$ cat src/rtl/median7_reflect_row_filter_assert.svh
// Assertion macros for the seven-tap median row filter.
// Included by the top level; no other dependencies.
`ifndef MEDIAN7_REFLECT_ROW_FILTER_ASSERT_SVH
`define MEDIAN7_REFLECT_ROW_FILTER_ASSERT_SVH

// Same-cycle implication, checked outside reset
`define MRF_ASSERT_NOW(label, clk, rst, cond, expr, msg) \
   label: assert property (@(posedge clk) disable iff (rst) (cond) |-> (expr)) else $error(msg);

// Next-cycle implication, checked outside reset
`define MRF_ASSERT_NEXT(label, clk, rst, cond, expr, msg) \
   label: assert property (@(posedge clk) disable iff (rst) (cond) |=> (expr)) else $error(msg);

`endif

$ cat src/rtl/mrf_pkg.sv
// Shared types, constants and the window tap mapping for the median row filter.
// No dependencies.
package mrf_pkg;

   localparam int WINDOW     = 7;
   localparam int HALF       = WINDOW / 2;
   localparam int SAMPLE_W   = 16;
   localparam int MAX_ROW    = 2048;
   localparam int MIN_ROW    = HALF + 1;
   localparam int POS_W      = 11;
   localparam int LEN_W      = 12;
   localparam int TAP_W      = $clog2(WINDOW);
   localparam int RANK_W     = $clog2(WINDOW);
   localparam int BACK_W     = $clog2(HALF + 1);
   // position saturates here; mirroring only looks at small positions
   localparam int PSAT_W     = 4;
   localparam int PSAT_MAX   = (1 << PSAT_W) - 1;
   localparam logic [LEN_W-1:0] ROW_LENGTH_RESET = LEN_W'(1500);

   typedef logic signed [SAMPLE_W-1:0] sample_type;
   typedef sample_type window_type [WINDOW];

   typedef struct packed {
      logic              emit;     // item yields at least one result
      logic              at_end;   // item closes the row
      logic [PSAT_W-1:0] pos_sat;  // position of the item, saturated
   } row_status_type;

   // History slot feeding window tap 'tap' of the result 'back' places behind
   // the newest position, with mirroring at both row ends.
   function automatic logic [TAP_W-1:0] tap_sel(input logic [PSAT_W-1:0] pos,
                                                input logic [BACK_W-1:0] back,
                                                input int tap,
                                                input logic at_end);
      int p;
      int idx;
      int k;
      p   = int'(pos);
      idx = p + tap - HALF - int'(back);
      if (idx < 0) idx = -idx;
      if (at_end && (idx >= p + 1)) idx = 2 * p - idx;
      k = p - idx;
      if (k < 0) k = 0;
      if (k > WINDOW - 1) k = WINDOW - 1;
      return TAP_W'(k);
   endfunction

endpackage

$ cat src/rtl/median7_reflect_row_filter.sv
// Seven-tap median row filter with mirrored row edges.
// A sample's result passes the window snapshot register, then the result register.
// Throughput: one sample per cycle unless the result path stalls; a row's last sample
// issues four results in turn from one window snapshot, overlapping the next row's
// first three samples. Synchronous reset clears control, row length to 1500.
// Depends on mrf_pkg, mrf_history, mrf_rowctl, mrf_median and the assert header.
`include "median7_reflect_row_filter_assert.svh"

module median7_reflect_row_filter (
   input  logic                       clock,
   input  logic                       reset,
   input  logic                       req_valid,
   output logic                       req_ready,
   input  mrf_pkg::sample_type        req_sample,
   input  logic                       req_block_end,
   output logic                       rsp_valid,
   input  logic                       rsp_ready,
   output mrf_pkg::sample_type        rsp_filtered,
   output logic                       rsp_row_end,
   output logic                       rsp_block_last,
   input  logic                       csr_write_enable,
   input  logic [mrf_pkg::LEN_W-1:0]  csr_write_data
);
   import mrf_pkg::*;

   logic [LEN_W-1:0]   row_length_ff;
   row_status_type     row_status;
   window_type         hist_next;
   logic               accept;
   logic               load;

   // window snapshot stage
   logic               snap_valid_ff;
   window_type         snap_hist_ff;
   logic [PSAT_W-1:0]  snap_pos_ff;
   logic               snap_end_ff;
   logic               snap_blk_ff;
   logic [BACK_W-1:0]  snap_back_ff;
   logic               slot_last;
   logic               slot_adv;
   logic               slot_free;
   window_type         taps;
   sample_type         median;

   // result register
   logic               rsp_valid_ff;
   sample_type         rsp_filtered_ff;
   logic               rsp_row_end_ff;
   logic               rsp_block_last_ff;
   logic               out_free;

   // row length register
   always_ff @(posedge clock) begin
      if (reset) begin
         row_length_ff <= ROW_LENGTH_RESET;
      end else if (csr_write_enable) begin
         row_length_ff <= csr_write_data;
      end
   end

   mrf_rowctl u_rowctl (
      .clock      (clock),
      .reset      (reset),
      .advance    (accept),
      .row_length (row_length_ff),
      .status     (row_status)
   );

   mrf_history u_history (
      .clock     (clock),
      .shift     (accept),
      .sample    (req_sample),
      .hist_next (hist_next)
   );

   // handshake: samples without results never wait for the snapshot stage
   assign out_free  = !rsp_valid_ff || rsp_ready;
   assign slot_last = !snap_end_ff || (snap_back_ff == '0);
   assign slot_adv  = snap_valid_ff && out_free;
   assign slot_free = !snap_valid_ff || (slot_adv && slot_last);
   assign req_ready = !row_status.emit || slot_free;
   assign accept    = req_valid && req_ready;
   assign load      = accept && row_status.emit;

   // snapshot control
   always_ff @(posedge clock) begin
      if (reset) begin
         snap_valid_ff <= 1'b0;
         snap_back_ff  <= '0;
      end else if (load) begin
         snap_valid_ff <= 1'b1;
         snap_back_ff  <= BACK_W'(HALF);
      end else if (slot_adv) begin
         if (slot_last) begin
            snap_valid_ff <= 1'b0;
         end else begin
            snap_back_ff <= snap_back_ff - BACK_W'(1);
         end
      end
   end

   // snapshot payload
   always_ff @(posedge clock) begin
      if (load) begin
         snap_hist_ff <= hist_next;
         snap_pos_ff  <= row_status.pos_sat;
         snap_end_ff  <= row_status.at_end;
         snap_blk_ff  <= req_block_end;
      end
   end

   // gather the mirrored window for the current result
   always_comb begin
      for (int i = 0; i < WINDOW; i++) begin
         taps[i] = snap_hist_ff[tap_sel(snap_pos_ff, snap_back_ff, i, snap_end_ff)];
      end
   end

   mrf_median u_median (
      .taps   (taps),
      .median (median)
   );

   // result register control
   always_ff @(posedge clock) begin
      if (reset) begin
         rsp_valid_ff <= 1'b0;
      end else if (slot_adv) begin
         rsp_valid_ff <= 1'b1;
      end else if (rsp_ready) begin
         rsp_valid_ff <= 1'b0;
      end
   end

   // result register payload
   always_ff @(posedge clock) begin
      if (slot_adv) begin
         rsp_filtered_ff   <= median;
         rsp_row_end_ff    <= snap_end_ff && (snap_back_ff == '0);
         rsp_block_last_ff <= snap_end_ff && (snap_back_ff == '0) && snap_blk_ff;
      end
   end

   assign rsp_valid      = rsp_valid_ff;
   assign rsp_filtered   = rsp_filtered_ff;
   assign rsp_row_end    = rsp_row_end_ff;
   assign rsp_block_last = rsp_block_last_ff;

   // checks
   `MRF_ASSERT_NOW(a_block_last_on_row_end, clock, reset, rsp_valid_ff && rsp_block_last_ff, rsp_row_end_ff, "block end mark without row end mark")
   `MRF_ASSERT_NEXT(a_row_restart, clock, reset, accept && row_status.at_end, row_status.pos_sat == '0, "row position not cleared after row end")
   `MRF_ASSERT_NEXT(a_burst_continues, clock, reset, slot_adv && !slot_last && !load, snap_valid_ff, "row end burst cut short")
   `MRF_ASSERT_NEXT(a_slot_to_output, clock, reset, slot_adv, rsp_valid_ff, "issued slot did not reach the result register")

endmodule

$ cat src/rtl/mrf_history.sv
// Sample history shift register, newest sample first.
// Depends on mrf_pkg.
module mrf_history (
   input  logic               clock,
   input  logic               shift,
   input  mrf_pkg::sample_type sample,
   output mrf_pkg::window_type hist_next
);
   import mrf_pkg::*;

   window_type hist_ff;

   // shifted view including the incoming sample
   always_comb begin
      hist_next[0] = sample;
      for (int i = 1; i < WINDOW; i++) begin
         hist_next[i] = hist_ff[i-1];
      end
   end

   // contents are only read once written within the row: no reset
   always_ff @(posedge clock) begin
      if (shift) begin
         hist_ff <= hist_next;
      end
   end

endmodule

$ cat src/rtl/mrf_rowctl.sv
// Row position counter and row end detection.
// Depends on mrf_pkg.
module mrf_rowctl (
   input  logic                         clock,
   input  logic                         reset,
   input  logic                         advance,
   input  logic [mrf_pkg::LEN_W-1:0]    row_length,
   output mrf_pkg::row_status_type      status
);
   import mrf_pkg::*;

   logic [POS_W-1:0] position_ff;
   logic [POS_W-1:0] position_in;
   logic [LEN_W-1:0] len_clamped;
   logic [LEN_W-1:0] pos_plus;

   // clamp the programmed length to the supported range
   always_comb begin
      if (row_length < LEN_W'(MIN_ROW)) begin
         len_clamped = LEN_W'(MIN_ROW);
      end else if (row_length > LEN_W'(MAX_ROW)) begin
         len_clamped = LEN_W'(MAX_ROW);
      end else begin
         len_clamped = row_length;
      end
   end

   assign pos_plus = {1'b0, position_ff} + LEN_W'(1);

   always_comb begin
      status.at_end  = (pos_plus >= len_clamped);
      status.emit    = status.at_end || (position_ff >= POS_W'(HALF));
      status.pos_sat = (position_ff > POS_W'(PSAT_MAX)) ? PSAT_W'(PSAT_MAX)
                                                         : position_ff[PSAT_W-1:0];
      position_in    = status.at_end ? '0 : pos_plus[POS_W-1:0];
   end

   always_ff @(posedge clock) begin
      if (reset) begin
         position_ff <= '0;
      end else if (advance) begin
         position_ff <= position_in;
      end
   end

endmodule

$ cat src/rtl/mrf_median.sv
// Seven-input median by rank counting, purely combinational.
// Depends on mrf_pkg.
module mrf_median (
   input  mrf_pkg::window_type taps,
   output mrf_pkg::sample_type median
);
   import mrf_pkg::*;

   logic [RANK_W-1:0] rank [WINDOW];

   // rank of each tap; ties broken by tap order
   always_comb begin
      for (int i = 0; i < WINDOW; i++) begin
         rank[i] = '0;
         for (int j = 0; j < WINDOW; j++) begin
            if (j != i) begin
               if ((taps[j] < taps[i]) || ((taps[j] == taps[i]) && (j < i))) begin
                  rank[i] = rank[i] + RANK_W'(1);
               end
            end
         end
      end
   end

   // exactly one tap holds the middle rank
   always_comb begin
      median = '0;
      for (int i = 0; i < WINDOW; i++) begin
         if (rank[i] == RANK_W'(HALF)) begin
            median = taps[i];
         end
      end
   end

endmodule

$ cat config.mk
export PLATFORM = sky130hd
export DESIGN_NAME = median7_reflect_row_filter
export DESIGN_NICKNAME = d
export VERILOG_FILES = /design/src/rtl/mrf_pkg.sv /design/src/rtl/median7_reflect_row_filter.sv /design/src/rtl/mrf_history.sv /design/src/rtl/mrf_rowctl.sv /design/src/rtl/mrf_median.sv
export VERILOG_INCLUDE_DIRS = /design/src /design/src/rtl
export SDC_FILE = /design/constraint.sdc
export NUM_CORES = 1
export LEC_CHECK = 0
export BUFFER_PORTS_ARGS = -buffer_cell sky130_fd_sc_hd__buf_2
export CAP_MARGIN = 20
export CORE_MARGIN = 2
export CORE_UTILIZATION = 45
export CTS_CLUSTER_SIZE = 16
export DETAILED_ROUTE_END_ITERATION = 10
export SKIP_CTS_REPAIR_TIMING = 1
export SYNTH_ARGS = -nofsm -noshare
export SYNTH_HDL_FRONTEND = slang
export SYNTH_HIERARCHICAL = 1
export SYNTH_SLANG_ARGS = --single-unit
$ cat constraint.sdc
create_clock -name clock -period 12.8 [get_ports clock]
set_clock_uncertainty 0.05 [all_clocks]
set_input_delay 0.64 -clock clock [delete_from_list [all_inputs] [get_ports clock]]
set_output_delay 0.64 -clock clock [all_outputs]
set_load 0.02 [all_outputs]
==> metrics list, run 1 <==
* Run status: finished clean
- Layout-stage area growth over the synthesis result: 11.7%
- Worst IR drop on VDD: 0.000386 V
- Synth Area per Inst: 8.79 um2
- Total power per unit cell area: 315 nW/um2
- STA classifies the critical path endpoint as a flip-flop.
- Sequential elements use 23.3% of the synthesized area.
- Number of maximum-capacitance constraint violations: 0
- Grt total ovfl: 0
- Achievable frequency: 0.0809 GHz
* Placer Congestion: 1.07
* Worst-Skew Late Latency: 0.58 ns
- Net total in the final layout: 4,345
- The analysis attributes to net switching a power of 5.69 mW.
* Switching fraction of total power: 50.0%
- Along the worst path, the maximum fanout reaches 19.
- Number of top-level pins: 54
* Normalized max-slew margin: 36.8%
- Max stage delay on crit path: 0.52 ns
* Arrival time at the worst endpoint: 12.65 ns
- Main flop type after synthesis: edfxtp_1
- The count of buffers added on input and output ports is 53.
- Count of TritonRoute iterations in the first routing pass: 7
- Summing all non-filler instances in the final layout gives an area of 36,000 um2.
- The initial antenna violation count is 4.
- The count of nets left with antenna violations once routing finished came out at 0.
* Final max-slew violation count: 0
- Netlist area before placement: 32,300 um2
- Std-Cell Core Area: 71,200 um2
* Least-Margin Pin Slew: 0.948 ns
* Data required time of the worst path: 13.09 ns
- The floorplan step set the die width to 272 um.
* Count of yosys warnings during synthesis: 6
- Setup violations remaining at the end of the flow were counted as 0.
- Clock transition at the registers of the reported paths: 0.07 ns
- Wire length per cell after detailed routing: 25.1 um
* Number of enable-type register cells in the synthesized netlist: 232
- The floorplan has 98 rows.
* Critical path class: reg2reg
- Pin count of the biggest net entering global routing: 74
- The cell family contributing the most delay on the critical path is compound AO/OA/AOI/OAI gates.
* Overall via count from detail_route: 30,700
* Vias per inst: 6.43
- Yosys cell types: 134
* Dpl hpwl: 95,100 um
* Sink count of the clock tree: 259
- Of the available clock period, the critical path in the final layout requires 96.6%.
- Inserted Clock Buffers: 26
- Internal power comes to 5.68 mW.
* Synthesized netlist net count: 4,205
- Starting density of the core: 45.3%
* Flops & latches, synth: 259
- LEAKAGE: 15.5 nW
- Number of buffer and inverter stages on the critical path: 6
- Starting DRC count in detailed routing: 2,832
- Among the stages of the critical path, the cell type that occurs most often is ha_1.
- The via count of the first global-routing pass was 29,100.
- Once placement finished, the instance area stood at 34,600 um2.
- Subtracting the final worst setup slack from the clock period gives 12.36 ns.
- Clock tree buffer depth: 3
* Vert. Die Dim: 272 um
* Type of element launching the critical path: flip-flop
* Remaining routing DRC violations: 0
- The die covers 73,900 um2.
- Routed wire length: 120,000 um
- Global routing used 31.3% of the available tracks.
- Share of final-layout standard cells stronger than drive strength 1: 13.7%
- Post-synthesis instance total: 3,672
- In this run the clock root is driven by a clkbuf_16.
* Final Hold Fails: 0
- The path class of the tightest hold or removal check is in2reg.
- CP max stage cell: a32oi_1
- Power share of the clock group: 6.8%
* Asr flop ratio synth: 0%
* CTS tree: built
* Combinational group share of total power: 82.4%
* H-Tree Depth: 1
* Part of the total power dissipated in sequential elements: 10.8%
- Worst Hold Margin: 0.185 ns
- The first global-routing pass estimated 179,000 um of wire.
power groups by stage:
stage / Combinational (mW) / Clock [mW] / Sequential [mW]
CTS: 8.72 / 0.792 / 1.23
global placement: 8.64 / 0 / 1.25
detailed placement: 8.66 / 0 / 1.25
floorplan: 6.20 / 0 / 1.24
finish: 9.37 / 0.773 / 1.23
global route: 10.1 / 0.822 / 1.23
cell usage after synthesis (all sizes together), types with 22 or more instances:
master / instances / area share, %
a31oi: 50 / 0.97
a32oi: 32 / 0.87
dfxtp: 27 / 1.7
and3: 39 / 0.76
edfxtp: 232 / 22
a21boi: 32 / 0.74
nor2: 240 / 2.9
mux2i: 121 / 3.8
a21oi: 230 / 3.7
a211oi: 54 / 1.5
mux2: 46 / 1.7
xnor2: 49 / 1.5
o22ai: 58 / 1.1
nand4: 68 / 1.4
nor2b: 53 / 1.0
o31ai: 37 / 0.95
ha: 481 / 19
nand2: 335 / 4.0
a21o: 77 / 1.8
clkbuf: 88 / 1.0
a211o: 65 / 1.8
o221ai: 22 / 0.60
inv: 273 / 3.2
o21a: 39 / 0.91
o211a: 53 / 1.6
nand3: 78 / 1.2
a221oi: 22 / 0.67
o211ai: 30 / 0.70
a2111o: 22 / 0.77
buf: 84 / 1.6
a22oi: 24 / 0.56
xor2: 30 / 0.84
nand2b: 32 / 0.62
nor3: 89 / 1.4
o21ai: 135 / 2.2
layout by cell type, fill, tap and decap left out, types with 84 or more instances in the layout:
cell type	count
nor2_1	232
edfxtp_1	232
mux2i_1	119
ha_1	479
nor3_1	84
nand2_1	333
inv_1	265
a21oi_1	218
o21ai_0	97
buf_4	216
layout make-up:
cell class | instances | area [um2]
Fill cell | 6672 | 35200
Multi-Input combinational cell | 2969 | 23300
Sequential cell | 259 | 7510
Timing Repair Buffer | 283 | 2110
Tap cell | 950 | 1190
Inverter | 273 | 1030
Clock buffer | 29 | 683
Clock inverter | 18 | 180
Antenna cell | 1 | 2.50
sequential cells by signal, indices dropped and copies added, names as in the netlist:
| signal | count |
|---|---|
| snap_back_ff | 2 |
| row_length_ff | 12 |
| snap_hist_ff | 112 |
| rsp_row_end | 1 |
| u_rowctl/position_ff | 11 |
| snap_pos_ff | 4 |
| rsp_valid | 1 |
| snap_end_ff | 1 |
| snap_valid_ff | 1 |
| snap_blk_ff | 1 |
| u_history/hist_next | 96 |
| rsp_filtered | 16 |
| rsp_block_last | 1 |
final timing paths:
check / start / end / slack (ns) / cells past startpoint
worst max-delay path: snap_pos_ff[0] / rsp_filtered[5] / 0.44 / 46
worst min-delay path: req_block_end / snap_blk_ff / 0.19 / 1
worst max register to register: snap_pos_ff[0] / rsp_filtered[5] / 0.44 / 46
worst min register to register: u_history/hist_next[7] / snap_hist_ff[7] / 0.37 / 0
routing by layer:
metal / part of all wire, % / track usage (%) / vias up
li1: - / - / 14300
met1: 42 / 43.3 / 14700
met2: 43 / 48.1 / 1434
met3: 9.5 / 5.34 / 316
met4: 5.5 / 13.4 / 4
met5: 0.020 / 0 / -
through the flow:
step | TNS [ns] | total power, mW | util (%) | setup WS [ns] | cells
after floorplan | 0 | 7.44 | - | 0.166 | 3672
after global placement | -1.21 | 9.88 | 48.6 | -0.160 | 4711
after detailed placement | -0.267 | 9.91 | 48.6 | -0.0489 | 4711
after CTS | -1.51 | 10.7 | 49.8 | -0.150 | 4758
after global routing | -0.629 | 12.1 | 50.6 | -0.0912 | 4782
final | 0 | 11.4 | 50.6 | 0.441 | 4782
cells by family (layout without fill, tap and decap cells):
kind of cell | count (synthesis) | in the layout | synth area share (%)
XOR/XNOR | 90 | 90 | 3.07
adder cells (fa/ha/maj) | 500 | 500 | 19.8
AO/OA/AOI/OAI | 1136 | 1137 | 25.9
buffers and inverters | 445 | 603 | 5.78
flip-flops | 259 | 259 | 23.3
other | 2 | 3 | 0.0233
AND/OR/NAND/NOR | 1073 | 1073 | 16.7
multiplexers | 167 | 167 | 5.48
Power figures use the tool's default switching activity.
==> inputs of run 2 (changes only) <==
--- a/config.mk
+++ b/config.mk
@@ -8,12 +8,11 @@
 export LEC_CHECK = 0
 export BUFFER_PORTS_ARGS = -buffer_cell sky130_fd_sc_hd__buf_2
 export CAP_MARGIN = 20
-export CORE_MARGIN = 2
+export CORE_MARGIN = 4
 export CORE_UTILIZATION = 45
 export CTS_CLUSTER_SIZE = 16
 export DETAILED_ROUTE_END_ITERATION = 10
 export SKIP_CTS_REPAIR_TIMING = 1
 export SYNTH_ARGS = -nofsm -noshare
 export SYNTH_HDL_FRONTEND = slang
-export SYNTH_HIERARCHICAL = 1
 export SYNTH_SLANG_ARGS = --single-unit
==> run 2 against run 1 <==
- utilization up 4.5 points
- routed wire length up 31%
- sequential share of layout area down 2.3 points
- critical path depth up 7
- non-clock buffer count up 349
- first-iteration DRC count up 40%
==> metrics list, run 2 <==
- Among the stages of the critical path, the cell type that occurs most often is ha_1.
- Inserted Clock Buffers: 26 (unchanged)
- The overflow left after global routing came to 0 (unchanged).
- Register bank with the most flops: snap_hist_ff
- Count of yosys warnings during synthesis: 0 (-6)
- The sink count of the clock tree is 259 (unchanged).
- Share of final-layout standard cells stronger than drive strength 1: 22.0% (+8.3 points)
* Worst slack at placement: -0.325 ns (-0.276 ns)
- Run status: finished clean
- The longest individual stage delay on the worst path came to 0.59 ns (+0.07 ns).
* Final max-slew violation count: 0 (unchanged)
- The top-level port count is 54 (unchanged).
* Normalized max-slew margin: 26.6% (-10 points)
- The net count after synthesis is 4,423 (+5.2%).
- Among all flip-flop cells after synthesis, the most frequent one is edfxtp_1.
- H-Tree Depth: 1 (unchanged)
* Placer Congestion: 1.10 (+3.1%)
* Minimum period implied by the final worst setup slack: 12.50 ns (+0.144 ns)
- The number of DRC markers after the initial detailed-route iteration was 3,951 (+40%).
- Most instantiated cells after synthesis: ha_1 (479), nand2_1 (307), a21oi_1 (277), inv_1 (273), o21ai_0 (255)
* Number of buffers added on ports: 53 (unchanged)
- Pin count of the biggest net entering global routing: 75 (+1.4%)
- The maximum fanout along the worst path is 10 (-9).
- Vias per inst: 6.67 (+3.8%)
- CTS tree: built
- The placeable core region came to 73,300 um2 (+2.9%).
* Leading cell type by number of instances after synthesis: ha_1
- The post-synthesis instance area was 33,500 um2 (+3.7%).
* Type of element launching the critical path: flip-flop
* Layout-stage area growth over the synthesis result: 20.8%
- Synth Area per Inst: 8.60 um2 (-2.2%)
- The data arrival time at the worst-slack endpoint is 12.85 ns (+0.20 ns).
* Asr flop ratio synth: 0% (unchanged)
- Yosys cell types: 134 (unchanged)
- Initial antenna violation count: 4 (unchanged)
* Sort of element at the end of the critical path: flip-flop
* Remaining routing DRC violations: 0 (unchanged)
- Area of the die: 78,800 um2 (+6.7%)
- Worst-Skew Late Latency: 0.57 ns (about the same)
* Hold WC Path Type: in2reg
* CP max stage cell: fa_2
- Dpl hpwl: 128,000 um (+35%)
- Sorting the synthesized cells by area gives the leading types as edfxtp_1 (21%), ha_1 (18%), a21oi_1 (4.1%), o21ai_0 (3.8%), nand2_1 (3.4%).
- The routed wire length came to 157,000 um (+31%).
- Count of standard-cell rows: 99 (+1.0%)
- The slew of the pin with the lowest slew margin was 1.09 ns (+0.139 ns).
- Number of maximum-capacitance constraint violations: 0 (unchanged)
- Most common cell after layout, fill and taps aside: buf_4
- The flop and latch count out of synthesis was 259 (unchanged).
* CTS root buf: clkbuf_16
* Final Hold Fails: 0 (unchanged)
- The overall via count from detail_route came to 35,800 (+16%).
- Starting density of the core: 45.6% (+0.33 points)
- Tot GR Track Use: 38.2% (+6.9 points)
* Global-route wire length before repair: 224,000 um (+25%)
- Highest-count cells in the layout ignoring fill and taps: buf_4 (539), ha_1 (473), nand2_1 (303)
* Data required time of the worst path: 13.14 ns (+0.05 ns)
- The net total in the final layout was 4,916 (+13%).
- The count of nets left with antenna violations after detail routing is 0 (unchanged).
- Vert. Die Dim: 281 um (+3.3%)
* Achievable frequency: 0.0800 GHz (-1.2%)
- Clock tree buffer depth: 3 (unchanged)
- The sequential-to-total area share from yosys stat was 22.4% (-0.83 points).
- Horiz. Die Dim: 281 um (+3.3%)
- Count of TritonRoute iterations in the first routing pass: 7 (unchanged)
- The worst setup slack after layout came to 0.297 ns (-0.144 ns).
- Post-synth top area share: 20.8% (-0.77 points)
* Number of enable-type register cells in the synthesized netlist: 232 (unchanged)
- Final Cycle Share: 97.7% (+1.1 points)
- Wire length per cell after detailed routing: 29.3 um (+17%)
- Number of global-route vias before repair: 33,300 (+14%)
- Critical path class: reg2reg
* CP delay by family, top: compound AO/OA/AOI/OAI gates
- The gate count after technology mapping is 3,892 (+6.0%).
- The critical path buffer and inverter count was 9 (+3).
- The clock transition time at the flip-flop clock pins of the worst setup and hold paths came to 0.08 ns (about the same).
- Top cell type by total area after synthesis: edfxtp_1
- Setup violations, final: 0 (unchanged)
* Max FFs per register: 112 (unchanged)
[run 2: cell types whose count changed in the layout (fill, tap and decap cells not counted), moves of 25 or more]
cell / previous run / this run
a211o_1: 65 / 27
a21oi_1: 218 / 268
a221o_1: 4 / 44
a221oi_1: 20 / 55
buf_4: 216 / 539
mux2i_1: 119 / 40
nand2_1: 333 / 303
nand3_1: 78 / 107
nor2_1: 232 / 199
o211a_1: 51 / 24
o211ai_1: 30 / 71
o21ai_0: 97 / 244
o22ai_1: 57 / 32
[run 2: layout make-up]
class	instances	area (um2)
Antenna cell	2	5.00
Clock buffer	33	718
Clock inverter	15	105
Fill cell	6841	32900
Inverter	283	1080
Multi-Input combinational cell	3183	24800
Sequential cell	259	7510
Tap cell	959	1200
Timing Repair Buffer	632	5020
[run 2: logic make-up after synthesis]
| group | count (synthesis) | synth area share [%] |
|---|---|---|
| and+or+nand+nor | 1130 | 17.1 |
| adders and majority gates | 498 | 19.0 |
| DFF | 259 | 22.4 |
| AOI/OAI and AO/OA | 1376 | 29.7 |
| xor gates and xnor gates | 95 | 3.24 |
| other | 2 | 0.0224 |
| muxes | 81 | 2.74 |
| buffers and inverters | 451 | 5.80 |
[run 2: path summary, 6_finish.rpt]
check	cells after the start	slack, ns	to	startpoint
worst max register to register	53	0.30	rsp_filtered[10]	snap_pos_ff[1]
worst max-delay path	53	0.30	rsp_filtered[10]	snap_pos_ff[1]
worst min register to register	0	0.36	snap_hist_ff[3]	u_history.hist_next[3]
worst min-delay path	1	0.20	snap_blk_ff	req_block_end
[run 2: worst register-to-register path: cells and delay by family, from the launching register on]
kind                       cells  cell delay (ns)
xor gates and xnor gates       3             0.96
buffers and inverters          9             1.39
DFF                            1             0.40
AOI/OAI and AO/OA             15             3.56
muxes                          2             0.64
adders and majority gates     10             2.90
and+or+nand+nor               14             2.43
[run 2: stage by stage]
stage	TNS [ns]	cells	util (%)	hold slack [ns]	instance area, um2
5_1_grt	-1.37	5364	55.1	0.192	40400
3_5_place_dp	-3.32	5279	52.6	0.356	38500
4_1_cts	-4.67	5327	53.7	0.175	39400
2_1_floorplan	0	3892	-	0.350	33500
3_3_place_gp	-9.74	5279	52.6	0.351	38500
6_report	0	5366	55.1	0.198	40400
[run 2: per-layer routing]
layer	track usage (%)	vias to the layer above	wire length, um	share of wire, %
met1	52.9	17000	65500	42
met3	7.94	497	17400	11
li1	-	16100	-	-
met2	56.3	2159	64300	41
met5	0	-	9	0.0057
met4	19.1	2	9820	6.3
Power of run 2 is not shown: default switching activity piles up to over one toggle a cycle in this logic, so the estimate is an artifact.
